==> config.mk <==
export PLATFORM = sky130hd
export DESIGN_NAME = bha_queue
export DESIGN_NICKNAME = d
export VERILOG_FILES = /design/src/hw/rtl/bha_pkg.sv /design/src/hw/rtl/bha_queue.sv
export VERILOG_INCLUDE_DIRS = /design/src /design/src/hw/rtl
export SDC_FILE = /design/constraint.sdc
export NUM_CORES = 1
export LEC_CHECK = 0
export ABC_AREA = 0
export BUFFER_PORTS_ARGS = -buffer_cell sky130_fd_sc_hd__buf_2
export CORE_UTILIZATION = 52
export DETAILED_ROUTE_END_ITERATION = 10
export HOLD_SLACK_MARGIN = 0.08
export PLACE_DENSITY_LB_ADDON = 0.05
export RECOVER_POWER = 25
export SYNTH_ARGS = -nofsm -noshare
export SYNTH_HDL_FRONTEND = slang
export SYNTH_SLANG_ARGS = --single-unit
==> constraint.sdc <==
create_clock -name clk_i -period 4.7 [get_ports clk_i]
set_input_delay 1.175 -clock clk_i [delete_from_list [all_inputs] [get_ports clk_i]]
set_output_delay 1.175 -clock clk_i [all_outputs]
set_load 0.02 [all_outputs]
==> src/hw/rtl/assert_macros.svh <==
// Assertion helpers shared by the RTL
`ifndef ASSERT_MACROS_SVH
`define ASSERT_MACROS_SVH

// Generic form: explicit clock and active-low reset
`define BHA_ASSERT_AT(lbl, clk, rst, prop) \
  lbl: assert property (@(posedge clk) disable iff (!rst) prop) \
    else $error("%m: check failed");

// Default form on clk_i / rst_ni
`define BHA_ASSERT(lbl, prop) `BHA_ASSERT_AT(lbl, clk_i, rst_ni, prop)

`endif

==> src/hw/rtl/bha_pkg.sv <==
package bha_pkg;

  localparam int unsigned NUM_BINS   = 256;
  localparam int unsigned MAX_SCORES = 8;
  localparam int unsigned BIN_W      = $clog2(NUM_BINS);
  localparam int unsigned SIDX_W     = 3;

  localparam int unsigned CNT_W = 32;
  localparam int unsigned WGT_W = 48;
  localparam int unsigned SUM_W = 64;

  // row layout: count | weight | gradients[scores] | hessians[scores]
  localparam int unsigned WGT_LO  = CNT_W;
  localparam int unsigned GRAD_LO = CNT_W + WGT_W;
  localparam int unsigned HESS_LO = GRAD_LO + MAX_SCORES * SUM_W;
  localparam int unsigned ROW_W   = HESS_LO + MAX_SCORES * SUM_W;

  localparam int unsigned IN_DATA_W  = 192;
  localparam int unsigned OUT_DATA_W = 208;

  // config register indexes
  localparam logic [1:0] CFG_BITS_PER_ITEM = 2'd0;
  localparam logic [1:0] CFG_SCORE_COUNT   = 2'd1;
  localparam logic [1:0] CFG_HESS_EN       = 2'd2;
  localparam logic [1:0] CFG_SINGLE_BIN    = 2'd3;

  typedef enum logic [1:0] {
    REQ_ACC   = 2'd0,
    REQ_READ  = 2'd1,
    REQ_CLEAR = 2'd2,
    REQ_NONE  = 2'd3
  } req_e;

  typedef struct packed {
    logic [6:0] bits_per_item;
    logic [3:0] score_count;
    logic       hessian_enable;
    logic       single_bin_mode;
  } cfg_t;

  typedef struct packed {
    req_e               kind;
    logic [BIN_W-1:0]   bin;
    logic [SIDX_W-1:0]  sidx;
    logic [7:0]         occ;
    logic [31:0]        weight;
    logic [31:0]        grad;
    logic [31:0]        hess;
  } op_t;

endpackage

==> src/hw/rtl/bha_queue.sv <==
`include "assert_macros.svh"

module bha_queue import bha_pkg::*; (
  input  logic clk_i,
  input  logic rst_ni,
  input  logic push_i,
  input  op_t  op_i,
  output logic full_o,
  output logic valid_o,
  input  logic pop_i,
  output op_t  op_o
);

  op_t        slot_q [2];
  logic       wptr_q, wptr_d, rptr_q, rptr_d;
  logic [1:0] cnt_q, cnt_d;

  always_comb begin
    wptr_d = wptr_q ^ push_i;
    rptr_d = rptr_q ^ pop_i;
    cnt_d  = cnt_q + 2'(push_i) - 2'(pop_i);
  end

  always_ff @(posedge clk_i or negedge rst_ni) begin
    if (!rst_ni) begin
      wptr_q <= 1'b0;
      rptr_q <= 1'b0;
      cnt_q  <= 2'd0;
    end else begin
      wptr_q <= wptr_d;
      rptr_q <= rptr_d;
      cnt_q  <= cnt_d;
    end
  end

  always_ff @(posedge clk_i) begin
    if (push_i) begin
      slot_q[wptr_q] <= op_i;
    end
  end

  assign full_o  = (cnt_q == 2'd2);
  assign valid_o = (cnt_q != 2'd0);
  assign op_o    = slot_q[rptr_q];

  `BHA_ASSERT(a_no_pop_empty, pop_i |-> cnt_q != 2'd0)
  `BHA_ASSERT(a_no_push_full, push_i |-> cnt_q != 2'd2)
  `BHA_ASSERT(a_cnt_in_range, cnt_q != 2'd3)

endmodule

# Word-level counts from Yosys, hierarchy flattened
# Memories as Yosys holds them, arrays and structs flattened.
# Index checks and enable logic that the tools add are counted.
[word_totals] reg_bits=4 input_bits=121 latch_bits=0 romBits=0 out_inout_bits=119 wordCells=12 ramBits=234 n_memories=1
[classes] div=0 n_mux=2 reduce_logical=1 n_eq_ne=1 shift=0 bitwise=2 order_cmp=0 n_addsub=2 n_mul=0
[mem_list] memory="slot_q" depth=2 word_bits=117 read_ports=1 rd_clocked_by_memory_dff=0 write_ports=1 line="bha_queue.sv:14" text="op_t slot_q [2];"
[ops] cell="2-bit by 1-bit adder with 2-bit output" n=1
[ops] cell="2-bit == test (second input constant)" n=1
[ops] cell="1-bit two-way mux" n=2
[ops] cell="2-bit nonzero test" n=1
[ops] cell="2-bit by 1-bit subtractor with 2-bit output" n=1
[ops] cell="1-bit bitwise XOR" n=2

# Depth between registers and ports, before layout
[depth] word_depth=2 ltp_mapped=5 ltp_nobuf=5

# Worst setup path before layout
# Ideal clock, no wire load.
[synth_path] path_type="in2reg" from="input push_i" to="memory slot_q[0][0] (netlist bit), enable pin" arrival_ns=3.927 n_path_buf=0 setup_time_ns=0.490 cell_stages=1 t_required_ns=4.210 path_slack_ns=0.282 path_cell_list="ha_1"
[synth_between] elab_chain_len=2
[synth_rtl] element="from (decl)" line="bha_queue.sv:6" text="input logic push_i,"
[synth_rtl] element="1-bit two-way mux" line="bha_queue.sv:37" text="if (push_i) begin"
[synth_rtl] element="1-bit two-way mux (implied by the code)" line="bha_queue.sv:38" text="slot_q[wptr_q] <= op_i;"
[synth_rtl] element="to (decl)" line="bha_queue.sv:14"
# Every way passes these cells.

==> impl_metrics.tcl <==
set metrics [dict create \
    clk_latency_ps 500 \
    die_y_um 131 \
    slew_violations 0 \
    coreArea_um2 16100 \
    vdd_drop_max_mv 0.438 \
    drt-wirelength-per-cell_um 18.2 \
    path_buf_inv 2 \
    n_antenna_cell 0 \
    grt_overflow_total 0 \
    syn-cell-area_um2 8720 \
    fin_crit_sh_pct 78.2 \
    cp_max_fo 73 \
    hold_path_class "in -> async" \
    initial_core_util_pct 54.1 \
    period_needed_ps 3680 \
    finalHoldViolations 0 \
    post_cts_resized 0 \
    postCtsSetupRepairBufs 0 \
    synth_top_area_cell "edfxtp_1" \
    cts_max_level 1 \
    final_util_pct 67.5 \
    routabilityCongestion 0.786 \
    synth_top_cell_area_share_pct 80.6 \
    seq_area_frac_synth_pct 81.7 \
    synth_area_leaders "edfxtp_1 (81%), mux2_2 (13%), mux2_4 (3.4%)" \
    area_growth_pct 24.8 \
    power_leakage_nw 4.15 \
    cts_tree "yes" \
    crit_chain "buf_12, mux2_2, buf_2" \
    path_clk_slew_ps 60 \
    tightestPinTransition_ps 903 \
    worst_setup_path_end_kind "output port" \
    vias 4360 \
    drive_above_1_share_pct 58.4 \
    postSynthCellCount 380 \
    syn_avg_cell_area_um2 22.9 \
    rsz0062_at_grt "false" \
    cap_viol_max_count 0 \
    path_class "reg -> out" \
    grt_pass1_wl_um 24400 \
    critPathTopFamily "flip-flops" \
    dieArea_um2 17300 \
    fin_worst_skew_ps 13.5 \
    dr.pass1.iters 4 \
    cp_slowest_stage_delay_ps 910 \
    pin_count 240 \
    layout_setup_ws_ps 1020 \
    grt_pass1_vias 4690 \
    arrival_ps 2500 \
    hpwl_um 10500 \
    die_x_um 131 \
    power.density_nw_per_um2 628 \
    fillers 1142 \
    drcViolationCount 0 \
    setup_viol 0 \
    cts_root_buf "clkbuf_16" \
    drt_iter0_drc 177 \
    final_nets 765 \
    cts_buffers 25 \
    grt.total_usage_pct 18.4 \
    pre_cts_ws_ps 1550 \
    port_buffers 239 \
    syn_nets 505 \
    grt_max_degree 74 \
    register_area_um2 7130 \
    postRouteWirelength_um 15900 \
    via_per_inst 4.99 \
    yosys_warnings 0 \
    fin_tns_setup_ps 0 \
    crit_required_ps 3520 \
    max_freq_mhz 272 \
    antenna_found_initial 3 \
    synth-seq-cells 238 \
    cts.sinks 238 \
    max-clock-path-buffers 3 \
    max-slew-margin-rel_pct 39.8 \
    start_kind "flip-flop" \
    status "finished clean" \
    cts_hold_buf 0 \
    ant_nets 0 \
    slowest_stage "dfrtp_4" \
    rows 46 \
    ys_types 12 \
    multi_input_area_um2 1510 \
]
[layout make-up]
cell class,instances,share of cell area (%)
clock buffers,29,5.89
clock inverters,16,0.690
inverters,4,0.138
multi-input cells,125,13.9
flip-flops and latches,238,65.5
well taps,216,2.48
repair buffers,246,11.4
[report_power, final]
part           switching [mW]  total [mW]  internal, mW
clock                   0.728        1.70         0.970
sequential              0.182        3.00          2.82
combinational            1.24        2.14         0.895
total                    2.15        6.84          4.68
[final timing paths]
path | slack [ps] | start | endpoint | cells after the start
hold reg to reg | 640 | cnt_q[1] | cnt_q[1] | 1
setup reg to reg | 2680 | wptr_q | slot_q[0][89] | 3
max in group asynchronous | 3970 | rst_ni | rptr_q | 1
hold / removal | 510 | rst_ni | cnt_q[0] | 1
setup / recovery | 1020 | rptr_q | op_o[37] | 3
min in group clk_i | 640 | cnt_q[1] | cnt_q[1] | 1
[routing by layer]
metal / part of all wire (%) / GRT usage [%]
met1: 39 / 22.2
met2: 51 / 32.1
met3: 8.3 / 5.71
met4: 1.8 / 4.33
met5: 0.082 / 0.292
[sequential cells by signal (all words and copies together), names as in the netlist]
signal / flops
rptr_q: 1
slot_q: 234
cnt_q: 2
wptr_q: 1
[metrics by stage]
| stage | cells | area [um^2] | hold WS, ps | power (mW) |
|---|---|---|---|---|
| 4_1_cts | 874 | 10900 | 459 | 6.94 |
| 3_3_place_gp | 829 | 10200 | 584 | 5.18 |
| 6_report | 874 | 10900 | 509 | 6.84 |
| 2_1_floorplan | 380 | 8720 | 575 | 4.57 |
| 3_5_place_dp | 829 | 10200 | 641 | 5.22 |
| 5_1_grt | 874 | 10900 | 511 | 7.13 |
[cell families after synthesis]
group | count (synthesis) | synth area share, %
adder cells (fa/ha/maj) | 4 | 0.574
flip-flops | 238 | 81.7
AND/OR/NAND/NOR | 2 | 0.144
XOR/XNOR | 2 | 0.373
buffers and inverters | 17 | 1.21
multiplexers | 117 | 16.0
[cells in the mapped netlist, drive strengths merged]
library cell / instances
dfrtp: 4
edfxtp: 234
or2: 1
buf: 13
ha: 4
xor3: 1
inv: 4
nor2b: 1
mux2: 117
xor2: 1
[cells in the final DEF, fill, tap and decap left out, types with 2 or more instances in the layout]
master,count
buf_2,221
buf_4,6
clkbuf_1,22
clkbuf_16,25
clkinv_1,6
clkinv_2,9
dfrtp_1,3
edfxtp_1,234
ha_1,2
ha_4,2
inv_1,4
mux2_2,97
mux2_4,20
[worst reg2reg max path, delay by kind of cell (launching register included)]
family / cells / cell delay, ps
adder cells (fa/ha/maj): 1 / 700
buffers and inverters: 2 / 570
flip-flops: 1 / 400
No activity file was read; power rests on OpenSTA's default activity.
