$ cat src/hw/rtl/assert_macros.svh
// Assertion helpers shared by the RTL
`ifndef ASSERT_MACROS_SVH
`define ASSERT_MACROS_SVH

// Generic form: explicit clock and active-low reset
`define BHA_ASSERT_AT(lbl, clk, rst, prop) \
  lbl: assert property (@(posedge clk) disable iff (!rst) prop) \
    else $error("%m: check failed");

// Default form on clk_i / rst_ni
`define BHA_ASSERT(lbl, prop) `BHA_ASSERT_AT(lbl, clk_i, rst_ni, prop)

`endif

$ cat src/hw/rtl/bha_pkg.sv
package bha_pkg;

  localparam int unsigned NUM_BINS   = 256;
  localparam int unsigned MAX_SCORES = 8;
  localparam int unsigned BIN_W      = $clog2(NUM_BINS);
  localparam int unsigned SIDX_W     = 3;

  localparam int unsigned CNT_W = 32;
  localparam int unsigned WGT_W = 48;
  localparam int unsigned SUM_W = 64;

  // row layout: count | weight | gradients[scores] | hessians[scores]
  localparam int unsigned WGT_LO  = CNT_W;
  localparam int unsigned GRAD_LO = CNT_W + WGT_W;
  localparam int unsigned HESS_LO = GRAD_LO + MAX_SCORES * SUM_W;
  localparam int unsigned ROW_W   = HESS_LO + MAX_SCORES * SUM_W;

  localparam int unsigned IN_DATA_W  = 192;
  localparam int unsigned OUT_DATA_W = 208;

  // config register indexes
  localparam logic [1:0] CFG_BITS_PER_ITEM = 2'd0;
  localparam logic [1:0] CFG_SCORE_COUNT   = 2'd1;
  localparam logic [1:0] CFG_HESS_EN       = 2'd2;
  localparam logic [1:0] CFG_SINGLE_BIN    = 2'd3;

  typedef enum logic [1:0] {
    REQ_ACC   = 2'd0,
    REQ_READ  = 2'd1,
    REQ_CLEAR = 2'd2,
    REQ_NONE  = 2'd3
  } req_e;

  typedef struct packed {
    logic [6:0] bits_per_item;
    logic [3:0] score_count;
    logic       hessian_enable;
    logic       single_bin_mode;
  } cfg_t;

  typedef struct packed {
    req_e               kind;
    logic [BIN_W-1:0]   bin;
    logic [SIDX_W-1:0]  sidx;
    logic [7:0]         occ;
    logic [31:0]        weight;
    logic [31:0]        grad;
    logic [31:0]        hess;
  } op_t;

endpackage

$ cat src/hw/rtl/bha_front.sv
module bha_front import bha_pkg::*; (
  input  cfg_t              cfg_i,
  input  logic [1:0]        req_type_i,
  input  logic [63:0]       packed_bins_i,
  input  logic [5:0]        slot_i,
  input  logic [SIDX_W-1:0] score_index_i,
  input  logic [7:0]        occurrences_i,
  input  logic [31:0]       sample_weight_i,
  input  logic [31:0]       gradient_i,
  input  logic [31:0]       hessian_i,
  input  logic [7:0]        read_bin_i,
  output logic              keep_o,
  output op_t               op_o
);

  logic [6:0]  bits;
  logic [12:0] shamt;
  logic [63:0] shifted;
  logic [63:0] mask;
  logic [63:0] bin_full;
  logic [3:0]  nsc;
  logic        acc_ok;
  req_e        kind;

  always_comb begin
    bits    = (cfg_i.bits_per_item > 7'd64) ? 7'd64 : cfg_i.bits_per_item;
    shamt   = 13'(slot_i) * 13'(bits);
    shifted = (shamt >= 13'd64) ? 64'd0 : (packed_bins_i >> shamt[5:0]);
    mask    = (bits >= 7'd64) ? '1 : ((64'd1 << bits[5:0]) - 64'd1);
    bin_full = cfg_i.single_bin_mode ? 64'd0 : (shifted & mask);
    if (cfg_i.score_count == 4'd0) begin
      nsc = 4'd1;
    end else if (cfg_i.score_count > 4'(MAX_SCORES)) begin
      nsc = 4'(MAX_SCORES);
    end else begin
      nsc = cfg_i.score_count;
    end
    acc_ok = (bin_full[63:BIN_W] == '0) && ({1'b0, score_index_i} < nsc);
    kind   = req_e'(req_type_i);

    op_o.kind   = kind;
    op_o.sidx   = score_index_i;
    op_o.occ    = occurrences_i;
    op_o.weight = sample_weight_i;
    op_o.grad   = gradient_i;
    op_o.hess   = hessian_i;
    case (kind)
      REQ_ACC: begin
        op_o.bin = bin_full[BIN_W-1:0];
        keep_o   = acc_ok;
      end
      REQ_READ, REQ_CLEAR: begin
        op_o.bin = read_bin_i;
        keep_o   = 1'b1;
      end
      default: begin
        op_o.bin = read_bin_i;
        keep_o   = 1'b0;
      end
    endcase
  end

endmodule

$ cat config.mk
export PLATFORM = sky130hd
export DESIGN_NAME = bha_front
export DESIGN_NICKNAME = d
export VERILOG_FILES = /design/src/hw/rtl/assert_macros.svh /design/src/hw/rtl/bha_pkg.sv /design/src/hw/rtl/bha_front.sv
export SDC_FILE = /design/constraint.sdc
export NUM_CORES = 1
export LEC_CHECK = 0
export ABC_AREA = 1
export BUFFER_PORTS_ARGS = -buffer_cell sky130_fd_sc_hd__buf_2
export CAP_MARGIN = 20
export CORE_MARGIN = 3
export CORE_UTILIZATION = 30
export DETAILED_ROUTE_END_ITERATION = 12
export PLACE_DENSITY = 0.62
export SYNTH_ARGS = -nofsm -noshare
export SYNTH_HDL_FRONTEND = slang
export SYNTH_SLANG_ARGS = --single-unit
$ cat constraint.sdc
create_clock -name vclk -period 10.1
set_input_delay 2.02 -clock vclk [all_inputs]
set_output_delay 2.02 -clock vclk [all_outputs]
set_load 0.01 [all_outputs]
Word-level counts from Yosys, hierarchy flattened --
Cells that the tools add are included.
Operators by class: $add $sub $neg 1, multiply operators 1, $lt $le $gt $ge 5, equality and inequality tests 2, shifts and indexed selects 2, multiplexer cells 8, bitwise logic cells 1, reduce and logical (&&, ||, !) cells 5
Operators by type and width (count):
- $mux 64 | 3
- $and 64x64->64 | 1
- $shl 1x6->64 const A | 1
- $shr 64x6->64 | 1
- $sub 64x1->64 const B | 1
- $logic_not 56->1 | 1
- $ge 13x7->1 const B | 1
- $mul 6x7->13 | 1
- $mux 4 | 2
- $mux 8 | 1
- $ge 7x7->1 const B | 1
- $gt 7x7->1 const B | 1
- $mux 7 | 1
- $gt 4x4->1 const B | 1
- $logic_not 4->1 | 1
- $lt 3x4->1 | 1
- $eq 2x1->1 const B | 1
- $eq 2x2->1 const B | 1
- $logic_not 2->1 | 1
- $pmux 1 s2 | 1
- $reduce_or 2->1 | 1
- $logic_and 1x1->1 | 1
Word-level totals: register bits 0, bits of input ports 200, logic and storage cells 25

Logic depth before layout (Yosys ltp) --
depth in word-level cells 10, depth in mapped cells 32

Worst setup path after synthesis --
OpenSTA, ideal clock, no wires.
path type input port to output port, from input cfg_i[12] (netlist name), to output keep_o, arrival time 6713 ps, path slack 1367 ps, stages on the path 31, cells stage by stage buf_6 -> inv_4 -> buf_6 -> nand2_4 -> inv_2 -> buf_2 -> buf_2 -> nand2_1 -> fa_1 -> fa_1 -> fa_1 -> inv_1 -> ha_1 -> a21oi_1 -> nand2_1 -> a21oi_1 -> o21bai_1 -> a21oi_1 -> nand3b_1 -> buf_2 -> buf_1 -> nor2_1 -> nand3_1 -> nand2_1 -> nor2_1 -> nand2_1 -> nor2_1 -> nand2_1 -> nor2_1 -> nand3_1 -> a21oi_1
Between the ends: word-level cells in the longest chain between the ends 10, elaborated cells on any way between the ends 15, those cells by class add/sub (1); mul (1); order compare (3); shift (2); mux (5); bitwise (1); reduce/logical (2)
RTL lines:
- start, declared | RTL line bha_front.sv:2 | input cfg_t cfg_i,
- $gt 7x7->1 | RTL line bha_front.sv:26 | bits = (cfg_i.bits_per_item > 7'd64) ? 7'd64 : cfg_i.bits_per_item;
- $mux 7 (*) | RTL line bha_front.sv:26
- $mul 6x7->13 / $shl 1x6->64 (equally long branches) | RTL line bha_front.sv:27, bha_front.sv:29
- $ge 13x7->1, or another cell as far along | RTL line bha_front.sv:28 | shifted = (shamt >= 13'd64) ? 64'd0 : (packed_bins_i >> shamt[5:0]);
- $mux 64 (on tied branches) | RTL line bha_front.sv:28, bha_front.sv:29
- $and 64x64->64 (*) | RTL line bha_front.sv:30 | bin_full = cfg_i.single_bin_mode ? 64'd0 : (shifted & mask);
- $mux 64 (*) | RTL line bha_front.sv:30
- $logic_not 56->1 (*) | RTL line bha_front.sv:38 | acc_ok = (bin_full[63:BIN_W] == '0) && ({1'b0, score_index_i} < nsc);
- $logic_and 1x1->1 (*) | RTL line bha_front.sv:38
- $pmux 1 s2 (*) | RTL line bha_front.sv:47 | case (kind)
- end, declared | RTL line bha_front.sv:12 | output logic keep_o,
Mark *: on every way between the ends. The rest lies on a longest branch, timed or not.

==> Flow_metrics.wiki <==
{| class="wikitable"
! Metric !! Value
|-
| Number of buffers added on ports || 109
|-
| Global-route wire length before repair || 61.8 mm
|-
| Pin count of the biggest net entering global routing || 93
|-
| Final clock period utilization by the worst path || 92.9%
|-
| Max Cap Viol || 0
|-
| Met3 Usage GRT || 2.74%
|-
| Biggest area consumer among synthesized cells || sky130_fd_sc_hd__nand3_1
|-
| Outcome || completed
|-
| CORE AREA || 32,800 sq um
|-
| Setup repair after global routing missed its margin || no
|-
| Fraction of the yosys area taken by sequential cells || 0%
|-
| Total cell area at the placement stage || 10,000 sq um
|-
| Remaining routing DRC violations || 0
|-
| Max-slew violations || 0
|-
| Leak pwr || 0.00587 uW
|-
| Core Rows || 66
|-
| Antenna-violating nets left || 0
|-
| Count of final setup violators || 0
|-
| Total negative slack || 0 ps
|-
| Synthesized area divided by synthesized cell count || 4.88 sq um
|-
| Arrival @ worst endpoint || 7360 ps
|-
| Count of TritonRoute iterations in the first routing pass || 6
|-
| Register area || 0 sq um
|-
| Hold Path Depth || 0
|-
| Number of I/O pins || 318
|-
| Aggregate global-route resource usage || 20.9%
|-
| Power density relative to cell area || 91.1 nW/um^2
|-
| Startpoint types || primary input
|-
| Area growth from synthesis to layout || -0.423%
|-
| Area of all placed cells without fillers || 10,000 sq um
|-
| RePlAce Congestion || 1.01
|-
| Detailed Route Iter0 Violations || 1,555
|-
| GRT met2 Usage || 33.6%
|-
| Syn nets || 2,306
|-
| Required time of the critical path || 8080 ps
|-
| Post-layout nets || 2,211
|-
| Share of the synthesized area in the top cell type || 24.4%
|-
| Worst hold path startpoint || occurrences_i[4]
|-
| Post-synthesis instance area || 10,100 sq um
|-
| Worst vdd rail ir drop || 0.0000707 V
|-
| Die span in y || 189 microns
|-
| Sum of net half-perimeters after detailed placement || 32.2 mm
|-
| Filler cells || 3,860
|-
| Seq_cells || 0
|-
| Die width || 189 microns
|-
| Headroom to the max-slew limit || 34.9%
|-
| Max FO, Critical Path || 55
|-
| Count of yosys warnings during synthesis || 0
|-
| Element type at the critical path end || output port
|-
| Layout clock buffers || 0
|-
| Initial core utilization || 30.7%
|-
| DR WL/cell || 16.3 microns
|-
| Actual slew at the worst max-slew pin || 975 ps
|-
| Area of the multi-input gates || 8050 sq um
|-
| Detail-routed via count per cell || 5.47
|-
| Number of hold violations in the final report || 0
|-
| Antenna violations before repair || 0
|-
| WS Path Type || in -> out
|-
| Diodes inserted || 0
|-
| Grt total ovfl || 0
|-
| Hold-fix buffers at CTS || 0
|-
| Cell types with the largest area share after synthesis || sky130_fd_sc_hd__nand3_1, sky130_fd_sc_hd__nand2_1, sky130_fd_sc_hd__buf_4, sky130_fd_sc_hd__nor2_1, sky130_fd_sc_hd__inv_1
|-
| Global Route met1 Usage || 29.6%
|-
| Resized cells post-CTS || 0
|-
| End point of the most critical hold path || op_o[100]
|-
| Share of cells above drive strength 1 || 10.1%
|-
| Number of standard cells after synthesis || 2,059
|-
| Count of distinct cell types in the synthesized netlist || 43
|-
| HP Class || in -> out
|-
| Fin crit period || 9380 ps
|-
| DRT Wirelength || 39.3 mm
|-
| Post-CTS Setup Repair Bufs || 0
|-
| Die area || 35,800 sq um
|-
| Via count of the first global-routing pass || 11,900
|-
| Most crowded layer after global routing || met2
|-
| DR vias || 13,100
|-
| Hold WS || 4040 ps
|-
| Maximum achievable frequency || 0.107 GHz
|}
==> worst max-delay path: stages <==
cell and delay, ps:
sky130_fd_sc_hd__buf_2 270, sky130_fd_sc_hd__nor2_1 90, sky130_fd_sc_hd__nand3_2 100, sky130_fd_sc_hd__nand2_2 180
sky130_fd_sc_hd__nand2_2 140, sky130_fd_sc_hd__buf_4 410, sky130_fd_sc_hd__nor2_1 120, sky130_fd_sc_hd__fa_1 510
sky130_fd_sc_hd__fa_1 560, sky130_fd_sc_hd__inv_1 60, sky130_fd_sc_hd__fa_1 400, sky130_fd_sc_hd__inv_1 60
sky130_fd_sc_hd__ha_1 260, sky130_fd_sc_hd__o21ai_0 170, sky130_fd_sc_hd__nand2_1 80, sky130_fd_sc_hd__nor2_1 100
sky130_fd_sc_hd__nand4_1 90, sky130_fd_sc_hd__a21oi_1 180, sky130_fd_sc_hd__nand3b_1 150, sky130_fd_sc_hd__buf_12 200
sky130_fd_sc_hd__nor2_1 420, sky130_fd_sc_hd__nand2_1 140, sky130_fd_sc_hd__o32ai_1 420, sky130_fd_sc_hd__buf_2 220
==> cells in the mapped netlist (2+ instances only) <==
cell type,n
sky130_fd_sc_hd__nand2_1,652
sky130_fd_sc_hd__nand3_1,491
sky130_fd_sc_hd__nor2_1,212
sky130_fd_sc_hd__inv_1,169
sky130_fd_sc_hd__buf_4,113
sky130_fd_sc_hd__clkbuf_1,44
sky130_fd_sc_hd__nand4_1,41
sky130_fd_sc_hd__o21ai_0,39
sky130_fd_sc_hd__buf_1,38
sky130_fd_sc_hd__a21oi_1,32
sky130_fd_sc_hd__buf_2,26
sky130_fd_sc_hd__ha_1,26
sky130_fd_sc_hd__fa_1,21
sky130_fd_sc_hd__nor2_2,21
sky130_fd_sc_hd__nor3_1,18
sky130_fd_sc_hd__o211ai_1,17
sky130_fd_sc_hd__o21ai_1,14
sky130_fd_sc_hd__nand2_2,11
sky130_fd_sc_hd__nand3_2,11
sky130_fd_sc_hd__inv_2,10
sky130_fd_sc_hd__a31oi_1,6
sky130_fd_sc_hd__buf_6,6
sky130_fd_sc_hd__nand3b_1,4
sky130_fd_sc_hd__o21bai_1,4
sky130_fd_sc_hd__nor2_4,3
sky130_fd_sc_hd__o2111ai_1,3
sky130_fd_sc_hd__o32ai_1,3
sky130_fd_sc_hd__xnor2_1,3
sky130_fd_sc_hd__a211oi_1,2
sky130_fd_sc_hd__and2_1,2
sky130_fd_sc_hd__nand2_4,2
sky130_fd_sc_hd__nor3_2,2
sky130_fd_sc_hd__o21a_1,2
sky130_fd_sc_hd__o31ai_1,2
==> metrics by stage <==
step | total power, uW | utilization [%] | std cells | setup slack (ps)
floorplan | 683 | - | 2059 | 1370
global placement | 886 | 30.5 | 2404 | 782
detailed placement | 891 | 30.5 | 2404 | 815
CTS | 894 | 30.5 | 2404 | 787
global route | 1010 | 30.5 | 2404 | 290
finish | 912 | 30.5 | 2404 | 719
==> cells by family after synthesis <==
logic type / synth area share, %
simple gates: 64.5
buf+inv: 20.2
compound gates: 7.55
fa+ha+maj: 7.41
xor+xnor: 0.261
==> worst max path at each step <==
stage | from | endpoint | cells after the start
final | cfg_i[10] | op_o[110] | 24
after global routing | cfg_i[10] | keep_o | 30
after CTS | cfg_i[10] | op_o[110] | 24
after detailed placement | cfg_i[10] | keep_o | 28
after global placement | cfg_i[10] | op_o[110] | 24
after floorplan | cfg_i[12] | keep_o | 31
==> layout make-up <==
| type | count | area share (%) |
|---|---|---|
| inverter | 181 | 6.81 |
| multi-input combinational | 1651 | 80.4 |
| tap | 442 | 5.52 |
| timing repair buffer | 130 | 7.27 |
==> cell usage in the layout, fill, tap and decap left out, drive strengths merged, types with 6 or more instances in the layout <==
cell      n
nor3     20
a21oi    32
buf     130
o211ai   17
nand2   665
nor2    236
o21ai    53
inv     179
fa       21
a31oi     6
ha       26
nand3   502
nand4    41
==> power breakdown <==
group	switching, uW	internal (uW)	total [uW]
clock network	0	0	0
registers	0	0	0
logic	638	274	912
==> layer usage <==
layer,part of all wire (%),vias up
met3,9.9,69
met4,2.4,0
met5,0,-
met2,44,641
met1,44,6008
li1,-,6427
Power figures use the tool's default switching activity.
